File: src/rtl/core/mdcw_pkg.sv
// ----------------------------------------------------------------------------
// mdcw_pkg
// Shared types and constants of the device communication watchdog table.
// ----------------------------------------------------------------------------
package mdcw_pkg;

  localparam int SLOTS = 16;

  typedef enum logic [2:0] {
    MODE_MONITOR = 3'd0,
    MODE_STOP    = 3'd1,
    MODE_PET     = 3'd2,
    MODE_FAIL    = 3'd3,
    MODE_QUERY   = 3'd4,
    MODE_SETREM  = 3'd5,
    MODE_SWEEP   = 3'd6,
    MODE_ISMON   = 3'd7
  } mode_t;

  typedef enum logic [2:0] {
    KIND_ACK      = 3'd0,
    KIND_FAILED   = 3'd1,
    KIND_RESTORED = 3'd2,
    KIND_REMAIN   = 3'd3,
    KIND_MONANS   = 3'd4,
    KIND_DONE     = 3'd5
  } kind_t;

  localparam logic [0:0] CFG_FAST     = 1'd0;
  localparam logic [0:0] CFG_INTERVAL = 1'd1;
  localparam logic [15:0] CONTACT_RESET = 16'd5000;
  localparam logic [9:0]  MS_PER_S      = 10'd1000;

  // reciprocals for exact 32-bit unsigned division, used with shifts 38 and 37
  localparam logic [31:0] RECIP_1000 = 32'd274877907;
  localparam logic [31:0] RECIP_100  = 32'd1374389535;

  typedef enum logic [2:0] {
    ST_IDLE,
    ST_READ,
    ST_CALC,
    ST_DIV,
    ST_EMIT,
    ST_SW_NEXT,
    ST_DONE
  } state_t;

  // controller to datapath
  typedef struct packed {
    logic capture;    // latch request and reset sweep index
    logic rd;         // read entry at current index
    logic calc;       // register time left
    logic div_start;  // start divider on time left
    logic exec;       // apply operation, load out register
    logic sw_step;    // advance sweep index
    logic emit_done;  // load sweep done result
  } cmd_t;

  // datapath to controller
  typedef struct packed {
    logic is_sweep;
    logic need_div;
    logic div_busy;
    logic emit_fail;
    logic sw_last;
    logic out_free;
  } sts_t;

endpackage

File: src/rtl/core/mdcw_div.sv
// ----------------------------------------------------------------------------
// mdcw_div
// Divide a 32-bit value by 1000 or 100 by reciprocal multiplication, registered product.
// ----------------------------------------------------------------------------
module mdcw_div (
  input  logic        clk,
  input  logic        rst_n,
  input  logic        start,
  input  logic        by_hundred,
  input  logic [31:0] dividend,
  output logic        busy,
  output logic [31:0] quotient
);

  logic [31:0] x_r, x_nxt;
  logic        busy_r, busy_nxt;
  logic [63:0] prod_r, prod_nxt;
  logic [31:0] magic;

  assign magic = by_hundred ? mdcw_pkg::RECIP_100 : mdcw_pkg::RECIP_1000;

  always_comb begin
    x_nxt    = start ? dividend : x_r;
    busy_nxt = start;
    prod_nxt = 64'(x_r) * 64'(magic);
  end

  always_ff @(posedge clk) begin
    if (!rst_n) begin
      busy_r <= 1'b0;
    end else begin
      busy_r <= busy_nxt;
    end
    x_r    <= x_nxt;
    prod_r <= prod_nxt;
  end

  assign busy     = busy_r;
  assign quotient = by_hundred ? 32'(prod_r[63:37]) : 32'(prod_r[63:38]);

endmodule

File: src/rtl/core/mdcw_ctrl.sv
// ----------------------------------------------------------------------------
// mdcw_ctrl
// Sequencer of the watchdog table: one request at a time, sweeps slot by slot.
// ----------------------------------------------------------------------------
module mdcw_ctrl (
  input  logic             clk,
  input  logic             rst_n,
  input  logic             in_valid,
  output logic             in_stall,
  input  mdcw_pkg::sts_t   sts,
  output mdcw_pkg::cmd_t   cmd
);

  mdcw_pkg::state_t state_r, state_nxt;

  always_comb begin
    state_nxt = state_r;
    unique case (state_r)
      mdcw_pkg::ST_IDLE:  if (in_valid) state_nxt = mdcw_pkg::ST_READ;
      mdcw_pkg::ST_READ:  state_nxt = mdcw_pkg::ST_CALC;
      mdcw_pkg::ST_CALC:  state_nxt = sts.need_div ? mdcw_pkg::ST_DIV : mdcw_pkg::ST_EMIT;
      mdcw_pkg::ST_DIV:   if (!sts.div_busy) state_nxt = mdcw_pkg::ST_EMIT;
      mdcw_pkg::ST_EMIT: begin
        if (sts.out_free || (sts.is_sweep && !sts.emit_fail)) begin
          state_nxt = sts.is_sweep ? mdcw_pkg::ST_SW_NEXT : mdcw_pkg::ST_IDLE;
        end
      end
      mdcw_pkg::ST_SW_NEXT:
        state_nxt = sts.sw_last ? mdcw_pkg::ST_DONE : mdcw_pkg::ST_READ;
      mdcw_pkg::ST_DONE:  if (sts.out_free) state_nxt = mdcw_pkg::ST_IDLE;
      default:            state_nxt = mdcw_pkg::ST_IDLE;
    endcase
  end

  always_comb begin
    cmd = '0;
    unique case (state_r)
      mdcw_pkg::ST_IDLE:  cmd.capture = in_valid;
      mdcw_pkg::ST_READ:  cmd.rd = 1'b1;
      mdcw_pkg::ST_CALC: begin
        cmd.calc      = 1'b1;
      end
      mdcw_pkg::ST_DIV:   cmd.div_start = 1'b0;
      mdcw_pkg::ST_EMIT:
        cmd.exec = sts.out_free || (sts.is_sweep && !sts.emit_fail);
      mdcw_pkg::ST_SW_NEXT: cmd.sw_step = 1'b1;
      mdcw_pkg::ST_DONE:  cmd.emit_done = sts.out_free;
      default: ;
    endcase
    cmd.div_start = (state_r == mdcw_pkg::ST_CALC) && sts.need_div;
  end

  always_ff @(posedge clk) begin
    if (!rst_n) begin
      state_r <= mdcw_pkg::ST_IDLE;
    end else begin
      state_r <= state_nxt;
    end
  end

  assign in_stall = (state_r != mdcw_pkg::ST_IDLE);

`ifndef NO_ASSERTIONS
  a_div_from_calc: assert property (@(posedge clk) disable iff (!rst_n)
    state_r == mdcw_pkg::ST_DIV |-> $past(state_r) == mdcw_pkg::ST_CALC ||
                                    $past(state_r) == mdcw_pkg::ST_DIV)
    else $error("divide state entered out of order");
  a_one_cmd: assert property (@(posedge clk) disable iff (!rst_n)
    $onehot0({cmd.capture, cmd.rd, cmd.exec, cmd.sw_step, cmd.emit_done}))
    else $error("conflicting datapath commands");
  a_done_after_step: assert property (@(posedge clk) disable iff (!rst_n)
    state_r == mdcw_pkg::ST_DONE && $past(state_r) != mdcw_pkg::ST_DONE |->
      $past(state_r) == mdcw_pkg::ST_SW_NEXT)
    else $error("sweep done without final slot");
`endif

endmodule

File: src/rtl/core/mdcw_dp.sv
// ----------------------------------------------------------------------------
// mdcw_dp
// Slot table, time arithmetic and output register of the watchdog table.
// ----------------------------------------------------------------------------
module mdcw_dp (
  input  logic               clk,
  input  logic               rst_n,
  input  mdcw_pkg::cmd_t     cmd,
  output mdcw_pkg::sts_t     sts,
  input  logic               cfg_we,
  input  logic [0:0]         cfg_index,
  input  logic [15:0]        cfg_wdata,
  input  logic [2:0]         in_mode,
  input  logic [3:0]         in_slot,
  input  logic [47:0]        in_now_ms,
  input  logic [15:0]        in_timeout_s,
  input  logic               in_initial_fail,
  input  logic [15:0]        in_seconds_value,
  output logic               out_valid,
  input  logic               out_stall,
  output logic [2:0]         out_kind,
  output logic [3:0]         out_event_slot,
  output logic signed [17:0] out_seconds_left,
  output logic               out_monitored,
  output logic               out_contact_due,
  output logic               out_last
);

  localparam int IW = $clog2(mdcw_pkg::SLOTS);

  logic [mdcw_pkg::SLOTS-1:0] valid_r, valid_nxt;
  logic [mdcw_pkg::SLOTS-1:0] failed_r, failed_nxt;
  logic [15:0] tmo_mem [mdcw_pkg::SLOTS];
  logic [31:0] rem_mem [mdcw_pkg::SLOTS];
  logic [47:0] sync_mem [mdcw_pkg::SLOTS];

  logic        fast_r;
  logic [15:0] ival_r;

  logic [2:0]  mode_r;
  logic [3:0]  slot_r;
  logic [47:0] now_r;
  logic [15:0] tin_r;
  logic        ifail_r;
  logic [15:0] sec_r;
  logic [IW:0] idx_r, idx_nxt;

  logic [15:0] e_tmo_r;
  logic [31:0] e_rem_r;
  logic [47:0] e_sync_r;
  logic        e_here_r;
  logic        e_fail_r;

  logic [47:0] elapsed_r;
  logic [31:0] left_r;
  logic [31:0] tms_r;

  logic        div_busy;
  logic [31:0] div_q;

  logic [IW-1:0] idx;
  logic          in_range;
  logic [47:0]   elapsed;
  logic [31:0]   left;
  logic          is_sweep;
  logic [31:0]   sw_ms;
  logic          sw_newfail;
  logic          load_res;

  logic        ov_r;
  logic [2:0]  okind_r, okind_nxt;
  logic [3:0]  oslot_r;
  logic [17:0] osec_r, osec_nxt;
  logic        omon_r, odue_r, olast_r;
  logic        omon_nxt, odue_nxt;

  assign is_sweep = (mode_r == mdcw_pkg::MODE_SWEEP);
  assign idx      = is_sweep ? idx_r[IW-1:0] : slot_r[IW-1:0];
  assign in_range = is_sweep ? 1'b1 : ({28'd0, slot_r} < 32'(mdcw_pkg::SLOTS));
  assign elapsed  = now_r - e_sync_r;
  assign left     = ({16'd0, e_rem_r} > elapsed) ? 32'({16'd0, e_rem_r} - elapsed) : 32'd0;
  assign sw_ms    = fast_r ? div_q : left_r;
  assign sw_newfail = e_here_r && (sw_ms == 32'd0) && !e_fail_r;
  assign load_res = cmd.exec && (!is_sweep || sw_newfail);

  mdcw_div u_div (
    .clk        (clk),
    .rst_n      (rst_n),
    .start      (cmd.div_start),
    .by_hundred (is_sweep),
    .dividend   (left),
    .busy       (div_busy),
    .quotient   (div_q)
  );

  always_comb begin
    sts.is_sweep  = is_sweep;
    sts.need_div  = (is_sweep && fast_r && e_here_r) ||
                    (mode_r == mdcw_pkg::MODE_QUERY);
    sts.div_busy  = div_busy;
    sts.emit_fail = sw_newfail;
    sts.sw_last   = (idx_r == (IW+1)'(mdcw_pkg::SLOTS - 1)) ||
                    (idx_r >= (IW+1)'(mdcw_pkg::SLOTS - 1));
    sts.out_free  = !ov_r || !out_stall;
  end

  // slot table, read the entry at the current index on a read command
  always_ff @(posedge clk) begin
    if (cmd.rd) begin
      e_tmo_r  <= tmo_mem[idx];
      e_rem_r  <= rem_mem[idx];
      e_sync_r <= sync_mem[idx];
      e_here_r <= in_range && valid_r[idx];
      e_fail_r <= failed_r[idx];
    end
    if (cmd.calc) begin
      elapsed_r <= elapsed;
      left_r    <= left;
      tms_r     <= 32'(e_tmo_r) * 32'(mdcw_pkg::MS_PER_S);
    end
  end

  always_comb begin
    valid_nxt  = valid_r;
    failed_nxt = failed_r;
    if (cmd.exec && e_here_r) begin
      unique case (mode_r)
        mdcw_pkg::MODE_STOP: begin
          valid_nxt[idx]  = 1'b0;
          failed_nxt[idx] = 1'b0;
        end
        mdcw_pkg::MODE_PET:   failed_nxt[idx] = 1'b0;
        mdcw_pkg::MODE_FAIL:  failed_nxt[idx] = 1'b1;
        mdcw_pkg::MODE_SWEEP: if (sw_newfail) failed_nxt[idx] = 1'b1;
        default: ;
      endcase
    end
    if (cmd.exec && mode_r == mdcw_pkg::MODE_MONITOR && in_range && !e_here_r &&
        tin_r != 16'd0) begin
      valid_nxt[idx]  = 1'b1;
      failed_nxt[idx] = ifail_r;
    end
  end

  always_ff @(posedge clk) begin
    if (cmd.exec) begin
      priority if (mode_r == mdcw_pkg::MODE_MONITOR && in_range && !e_here_r &&
                   tin_r != 16'd0) begin
        tmo_mem[idx]  <= tin_r;
        rem_mem[idx]  <= 32'(tin_r) * 32'(mdcw_pkg::MS_PER_S);
        sync_mem[idx] <= now_r;
      end else if (e_here_r && mode_r == mdcw_pkg::MODE_PET) begin
        rem_mem[idx]  <= tms_r;
        sync_mem[idx] <= now_r;
      end else if (e_here_r && !e_fail_r && mode_r == mdcw_pkg::MODE_SETREM) begin
        rem_mem[idx]  <= 32'(sec_r) * 32'(mdcw_pkg::MS_PER_S);
        sync_mem[idx] <= now_r;
      end else if (e_here_r && is_sweep) begin
        rem_mem[idx]  <= sw_ms;
        sync_mem[idx] <= now_r;
      end else begin
      end
    end
  end

  // result fields of the current request
  always_comb begin
    okind_nxt = mdcw_pkg::KIND_ACK;
    osec_nxt  = '0;
    omon_nxt  = 1'b0;
    odue_nxt  = 1'b0;
    unique case (mode_r)
      mdcw_pkg::MODE_SWEEP: okind_nxt = mdcw_pkg::KIND_FAILED;
      mdcw_pkg::MODE_PET: begin
        if (e_here_r) begin
          odue_nxt = (elapsed_r >= {32'd0, ival_r});
          if (e_fail_r) okind_nxt = mdcw_pkg::KIND_RESTORED;
        end
      end
      mdcw_pkg::MODE_FAIL:
        if (e_here_r && !e_fail_r) okind_nxt = mdcw_pkg::KIND_FAILED;
      mdcw_pkg::MODE_QUERY: begin
        okind_nxt = mdcw_pkg::KIND_REMAIN;
        if (e_here_r && !e_fail_r) begin
          osec_nxt = 18'(div_q) +
                     ((sec_r >= e_tmo_r) ? 18'(sec_r - e_tmo_r) : 18'd0);
        end else begin
          osec_nxt = '1;
        end
      end
      mdcw_pkg::MODE_ISMON: begin
        okind_nxt = mdcw_pkg::KIND_MONANS;
        omon_nxt  = e_here_r;
      end
      default: ;
    endcase
  end

  // output register and request capture
  always_comb begin
    idx_nxt = idx_r;
    if (cmd.capture) idx_nxt = '0;
    else if (cmd.sw_step) idx_nxt = idx_r + (IW+1)'(1);
  end

  always_ff @(posedge clk) begin
    if (!rst_n) begin
      valid_r <= '0;
      failed_r <= '0;
      fast_r  <= 1'b0;
      ival_r  <= mdcw_pkg::CONTACT_RESET;
      ov_r    <= 1'b0;
      idx_r   <= '0;
    end else begin
      valid_r  <= valid_nxt;
      failed_r <= failed_nxt;
      idx_r    <= idx_nxt;
      if (cfg_we) begin
        if (cfg_index == mdcw_pkg::CFG_FAST) fast_r <= cfg_wdata[0];
        else ival_r <= cfg_wdata;
      end
      if (cmd.emit_done || load_res) ov_r <= 1'b1;
      else if (!out_stall) ov_r <= 1'b0;
    end
  end

  always_ff @(posedge clk) begin
    if (cmd.capture) begin
      mode_r  <= in_mode;
      slot_r  <= in_slot;
      now_r   <= in_now_ms;
      tin_r   <= in_timeout_s;
      ifail_r <= in_initial_fail;
      sec_r   <= in_seconds_value;
    end
    if (cmd.emit_done) begin
      okind_r <= mdcw_pkg::KIND_DONE;
      oslot_r <= '0;
      osec_r  <= '0;
      omon_r  <= 1'b0;
      odue_r  <= 1'b0;
      olast_r <= 1'b1;
    end else if (load_res) begin
      okind_r <= okind_nxt;
      oslot_r <= is_sweep ? 4'(idx_r) : slot_r;
      osec_r  <= osec_nxt;
      omon_r  <= omon_nxt;
      odue_r  <= odue_nxt;
      olast_r <= !is_sweep;
    end
  end

  assign out_valid        = ov_r;
  assign out_kind         = okind_r;
  assign out_event_slot   = oslot_r;
  assign out_seconds_left = osec_r;
  assign out_monitored    = omon_r;
  assign out_contact_due  = odue_r;
  assign out_last         = olast_r;

`ifndef NO_ASSERTIONS
  a_no_overwrite: assert property (@(posedge clk) disable iff (!rst_n)
    ov_r && out_stall |=> ov_r && $stable(okind_r) && $stable(oslot_r))
    else $error("pending result overwritten");
  a_no_fail_unmon: assert property (@(posedge clk) disable iff (!rst_n)
    1'b1 |=> (failed_r & ~valid_r) == '0)
    else $error("failed mark on unmonitored slot");
  a_sweep_idx: assert property (@(posedge clk) disable iff (!rst_n)
    idx_r <= (IW+1)'(mdcw_pkg::SLOTS))
    else $error("sweep index out of range");
`endif

endmodule

File: src/rtl/core/multi_device_comm_watchdog.sv
// Sequence: a request passes the read, calc and emit states before its result is
// registered, a query also the divide state (reciprocal divide by 1000); a stalled
// result holds the block. One request at a time; a sweep runs read, calc, emit and
// step per slot (and a divide by 100 per monitored slot in fast mode), then done.
// Reset (rst_n, synchronous): all slots unmonitored, fast mode off, contact
// interval 5000 ms; no clearing pass is needed.
// ----------------------------------------------------------------------------
// multi_device_comm_watchdog
// Per-device communication watchdog table with slot-by-slot check sweep.
// ----------------------------------------------------------------------------
module multi_device_comm_watchdog (
  input  logic               clk,
  input  logic               rst_n,
  input  logic               cfg_we,
  input  logic [0:0]         cfg_index,
  input  logic [15:0]        cfg_wdata,
  input  logic               in_valid,
  output logic               in_stall,
  input  logic [2:0]         in_mode,
  input  logic [3:0]         in_slot,
  input  logic [47:0]        in_now_ms,
  input  logic [15:0]        in_timeout_s,
  input  logic               in_initial_fail,
  input  logic [15:0]        in_seconds_value,
  output logic               out_valid,
  input  logic               out_stall,
  output logic [2:0]         out_kind,
  output logic [3:0]         out_event_slot,
  output logic signed [17:0] out_seconds_left,
  output logic               out_monitored,
  output logic               out_contact_due,
  output logic               out_last
);

  mdcw_pkg::cmd_t cmd;
  mdcw_pkg::sts_t sts;

  mdcw_ctrl u_ctrl (
    .clk      (clk),
    .rst_n    (rst_n),
    .in_valid (in_valid),
    .in_stall (in_stall),
    .sts      (sts),
    .cmd      (cmd)
  );

  mdcw_dp u_dp (
    .clk              (clk),
    .rst_n            (rst_n),
    .cmd              (cmd),
    .sts              (sts),
    .cfg_we           (cfg_we),
    .cfg_index        (cfg_index),
    .cfg_wdata        (cfg_wdata),
    .in_mode          (in_mode),
    .in_slot          (in_slot),
    .in_now_ms        (in_now_ms),
    .in_timeout_s     (in_timeout_s),
    .in_initial_fail  (in_initial_fail),
    .in_seconds_value (in_seconds_value),
    .out_valid        (out_valid),
    .out_stall        (out_stall),
    .out_kind         (out_kind),
    .out_event_slot   (out_event_slot),
    .out_seconds_left (out_seconds_left),
    .out_monitored    (out_monitored),
    .out_contact_due  (out_contact_due),
    .out_last         (out_last)
  );

endmodule

File: config.mk
export PLATFORM = sky130hd
export DESIGN_NAME = multi_device_comm_watchdog
export DESIGN_NICKNAME = d
export VERILOG_FILES = /design/src/rtl/core/mdcw_pkg.sv /design/src/rtl/core/mdcw_div.sv /design/src/rtl/core/mdcw_ctrl.sv /design/src/rtl/core/mdcw_dp.sv /design/src/rtl/core/multi_device_comm_watchdog.sv
export SDC_FILE = /design/constraint.sdc
export NUM_CORES = 2
export LEC_CHECK = 0
export BUFFER_PORTS_ARGS = -buffer_cell sky130_fd_sc_hd__buf_2
export CAP_MARGIN = 15
export CORE_ASPECT_RATIO = 1.5
export CORE_MARGIN = 2
export CORE_UTILIZATION = 44
export DETAILED_ROUTE_END_ITERATION = 6
export PLACE_DENSITY = 0.72
export SLEW_MARGIN = 15
export SYNTH_ARGS = -nofsm -noshare
export SYNTH_HDL_FRONTEND = slang
export SYNTH_HIERARCHICAL = 1
export SYNTH_SLANG_ARGS = --single-unit
File: constraint.sdc
create_clock -name clk -period 8.9 [get_ports clk]
set_clock_uncertainty 0.15 [all_clocks]
set_input_delay 0.445 -clock clk [delete_from_list [all_inputs] [get_ports clk]]
set_output_delay 0.445 -clock clk [all_outputs]
set_load 0.1 [all_outputs]
==> metrics.txt <==
Hold Fails Final Rpt=0; HP Start=cfg_we; share of cells above drive strength 1=approximately 13%; Setup Viol. Count Final=0; Avg Inst Size Synth=13.94 um2; Slowest-stage cell, CP=fa_1; Layout fillers=20978; clock slew at reported path FFs=70 ps; WHS Path Cells=4; Period minus WS final=8641 ps; Worst-Skew Late Latency=880 ps; launch point of the worst reg-to-reg path=u_dp/mode_r[0]; Die Area=0.2550 mm2; WP data required=between 9000 and 10000 ps; Post-synth ARST share=0%; Routed Antenna Nets=0; Slew HR=23.18%; H-tree depth=4; reg2reg setup slack=260 ps; Critical Path End Type=register; CTS Buf Count=189; clk sink count=~2000; setup ws final=around 260 ps; Arr. time, crit path=approximately 9000 ps; reg2reg end=u_dp/u_div/prod_r[58]; Die H=617.4 um; worst min path class=in2reg; vias in the first global route=70260; crit start category=register; port bufs=139; routed wire length=roughly 300 mm; post-route design area=between 0.1 and 0.15 mm2; YS warnings=6; gr ovfl total=0; first-pass GRT wire length=448.2 mm; Cell Area, Placed=about 0.12 mm2; WL met1=111.6 mm; mux cell area share after synthesis=8.650%; XOR/XNOR Fraction of Synth Area=1.904%; Fin Setup TNS=0 ps; Die X=~410 um; TritonCTS clock tree=yes; dpl ws=47.48 ps; max-cap viol count=0; register area share after synthesis=52.57%; Pre-antenna DRT Iters=6; DR iter-0 viols=5952; Tightest Pin Transition=1143 ps; post-synth cell types=98; Max clock buf depth=4; run status=completed; vias=66418; Synth Flop Type=edfxtp_1; drt wl/cell=25.75 um; Post-synth EDFFs=1857; Synth Area in Adders=between 20% and 30%; I/O pins=140; Final Max Tran Viols=0; CP bufs+invs=6; DRC Markers=0; area growth from synthesis to layout=11.38%; NumNets Final=9776; R2R depth=26; metal3 WL=20.46 mm; Mapped Cells=around 7900; WHS Endpoint=u_dp/ival_r[6]; Root Buffer=clkbuf_16; Max Fclk=115.7 MHz; Post-Synth Simple-Gate Area=between 6 and 7%; RSZ-0062 raised after global routing=false; GP Congestion=~1.0; Overall Global Routing Usage=a little under a quarter; Crit path top cell by count=fa_1; Synth Area in Compound Gates=5.257%; CP Class=reg2reg; Top delay family on crit path=adder cells; Hold WS=~45 ps; largest net degree at the start of global routing=148; initial antenna violation count=1; FP Rows=225; Worst Path Max Fanout=9; slowest stage delay, CP=650 ps; post-route clock period utilization=97.09%; post-CTS setup buffer count=0; Detailed Place HPWL=approximately 210 mm; Max Used Layer=met4; FF+latch count, synth=1970; area of the core=0.2500 mm2; Met2 Wirelength=151.7 mm; Initial Util=44.15%; main combinational cell family by area after synthesis=adder cells; DR vias/cell=5.673; Syn Std Cell Area=0.1104 mm2
## through the flow
| stage | cells | utilization, % |
|---|---|---|
| 2_1_floorplan | 7951 | - |
| 3_3_place_gp | 11260 | 46.28 |
| 3_5_place_dp | 11262 | 46.28 |
| 4_1_cts | 11706 | 49.14 |
| 5_1_grt | 11708 | 49.18 |
| 6_report | 11708 | 49.18 |
## registers in the layout, indices dropped and copies added (netlist names), 18 cells and up
register,cells
u_dp/sync_mem,768
u_dp/rem_mem,512
u_dp/tmo_mem,256
u_dp/e_sync_r,48
u_dp/elapsed_r,48
u_dp/now_r,48
u_dp/e_rem_r,32
u_dp/left_r,32
u_dp/u_div/x_r,32
u_dp/u_div/prod_r,26
u_dp/tms_r,23
u_dp/out_seconds_left,18
## worst reg2reg max path, stage by stage (launching register included)
cell and delay, ps:
edfxtp_1 510, nor2b_2 250, nand2_1 170, inv_6 210
buf_4 220, nand2b_1 430, nand2b_1 190, fa_1 530
inv_1 50, fa_1 500, fa_1 520, inv_1 50
fa_1 460, fa_1 520, fa_1 550, inv_1 60
fa_1 650, inv_1 70, ha_1 350, and3_1 180
a221oi_1 370, o2111ai_1 250, a21oi_2 290, a211o_1 270
a21oi_2 110, or4b_1 530, o311ai_1 110
## what timing repair did
item / in CTS / in global routing
endpoints found under the setup margin: 1 / 15
gates resized for setup: 1 / 13
endpoints found under the hold margin: 107 / 0
hold buffers: 109 / 0
## area by class of cell
class | instances | area (um2) | area share [%]
clock buffer | 227 | 4997 | 4.065
timing repair buffer | 393 | 2979 | 2.423
inverter | 1208 | 4539 | 3.693
antenna | 1 | 2.502 | 0.002036
sequential | 1970 | 58030 | 47.20
multi-input combinational | 4510 | 47220 | 38.41
clock inverter | 108 | 1055 | 0.8580
tap | 3291 | 4118 | 3.350
## cell usage in the layout (no fill, tap or decap), types with 46 or more instances in the layout
| cell | Yosys | final |
|---|---|---|
| o21ai_0 | 174 | 165 |
| fa_1 | 674 | 674 |
| dfxtp_1 | 113 | 112 |
| mux4_2 | 392 | 392 |
| dlygate4sd3_1 | 0 | 109 |
| o211ai_1 | 46 | 46 |
| buf_4 | 11 | 136 |
| edfxtp_1 | 1857 | 1857 |
| and2_1 | 56 | 55 |
| and3_1 | 134 | 132 |
| a31oi_1 | 116 | 116 |
| a21o_1 | 88 | 88 |
| xor2_1 | 70 | 70 |
| ha_1 | 720 | 720 |
| xnor2_1 | 170 | 170 |
| inv_1 | 1203 | 1202 |
| nand2_1 | 642 | 642 |
| nor3_1 | 69 | 67 |
| a21oi_1 | 218 | 218 |
| nor2_1 | 322 | 300 |
| buf_2 | 14 | 139 |
| clkbuf_16 | 0 | 193 |
## kinds of logic (layout without fill, tap and decap cells)
logic type      after synthesis  in the layout
flops                      1970           1970
simple gates               1476           1476
compound gates              903            903
fa+ha+maj                  1394           1394
other cells                   2             38
mux                         460            460
xor+xnor                    240            240
buf+inv                    1471           1936
## routing by layer
layer  up-vias  GRT usage, %
li1      28759             -
met1     34020         29.28
met2      2905         40.74
met5         -             0
met3       734         2.795
met4         0         11.95
## synthesized netlist by cell type (all sizes together), types with 134 or more instances
library cell / instances / share of area [%]
a21oi: 223 / 1.0
and3: 134 / 0.76
clkbuf: 179 / 0.61
edfxtp: 1857 / 51
fa: 674 / 12
ha: 720 / 8.2
inv: 1206 / 4.1
mux4: 392 / 8.0
nand2: 643 / 2.2
nor2: 322 / 1.1
o21ai: 201 / 0.92
xnor2: 170 / 1.3
## worst max path at each step
stage	from	endpoint	cells past startpoint
floorplan	u_dp/mode_r[0]	u_dp/u_div/prod_r[58]	32
global placement	u_dp/mode_r[1]	u_dp/u_div/prod_r[58]	26
detailed placement	u_dp/mode_r[1]	u_dp/u_div/prod_r[58]	26
CTS	u_dp/mode_r[1]	u_dp/u_div/prod_r[58]	26
global route	u_dp/mode_r[0]	u_dp/u_div/prod_r[58]	29
finish	u_dp/mode_r[0]	u_dp/u_div/prod_r[58]	26
Power is left out: the tool's default activity adds up to more than one toggle a clock period on the data nets, which glitch-free logic cannot reach.
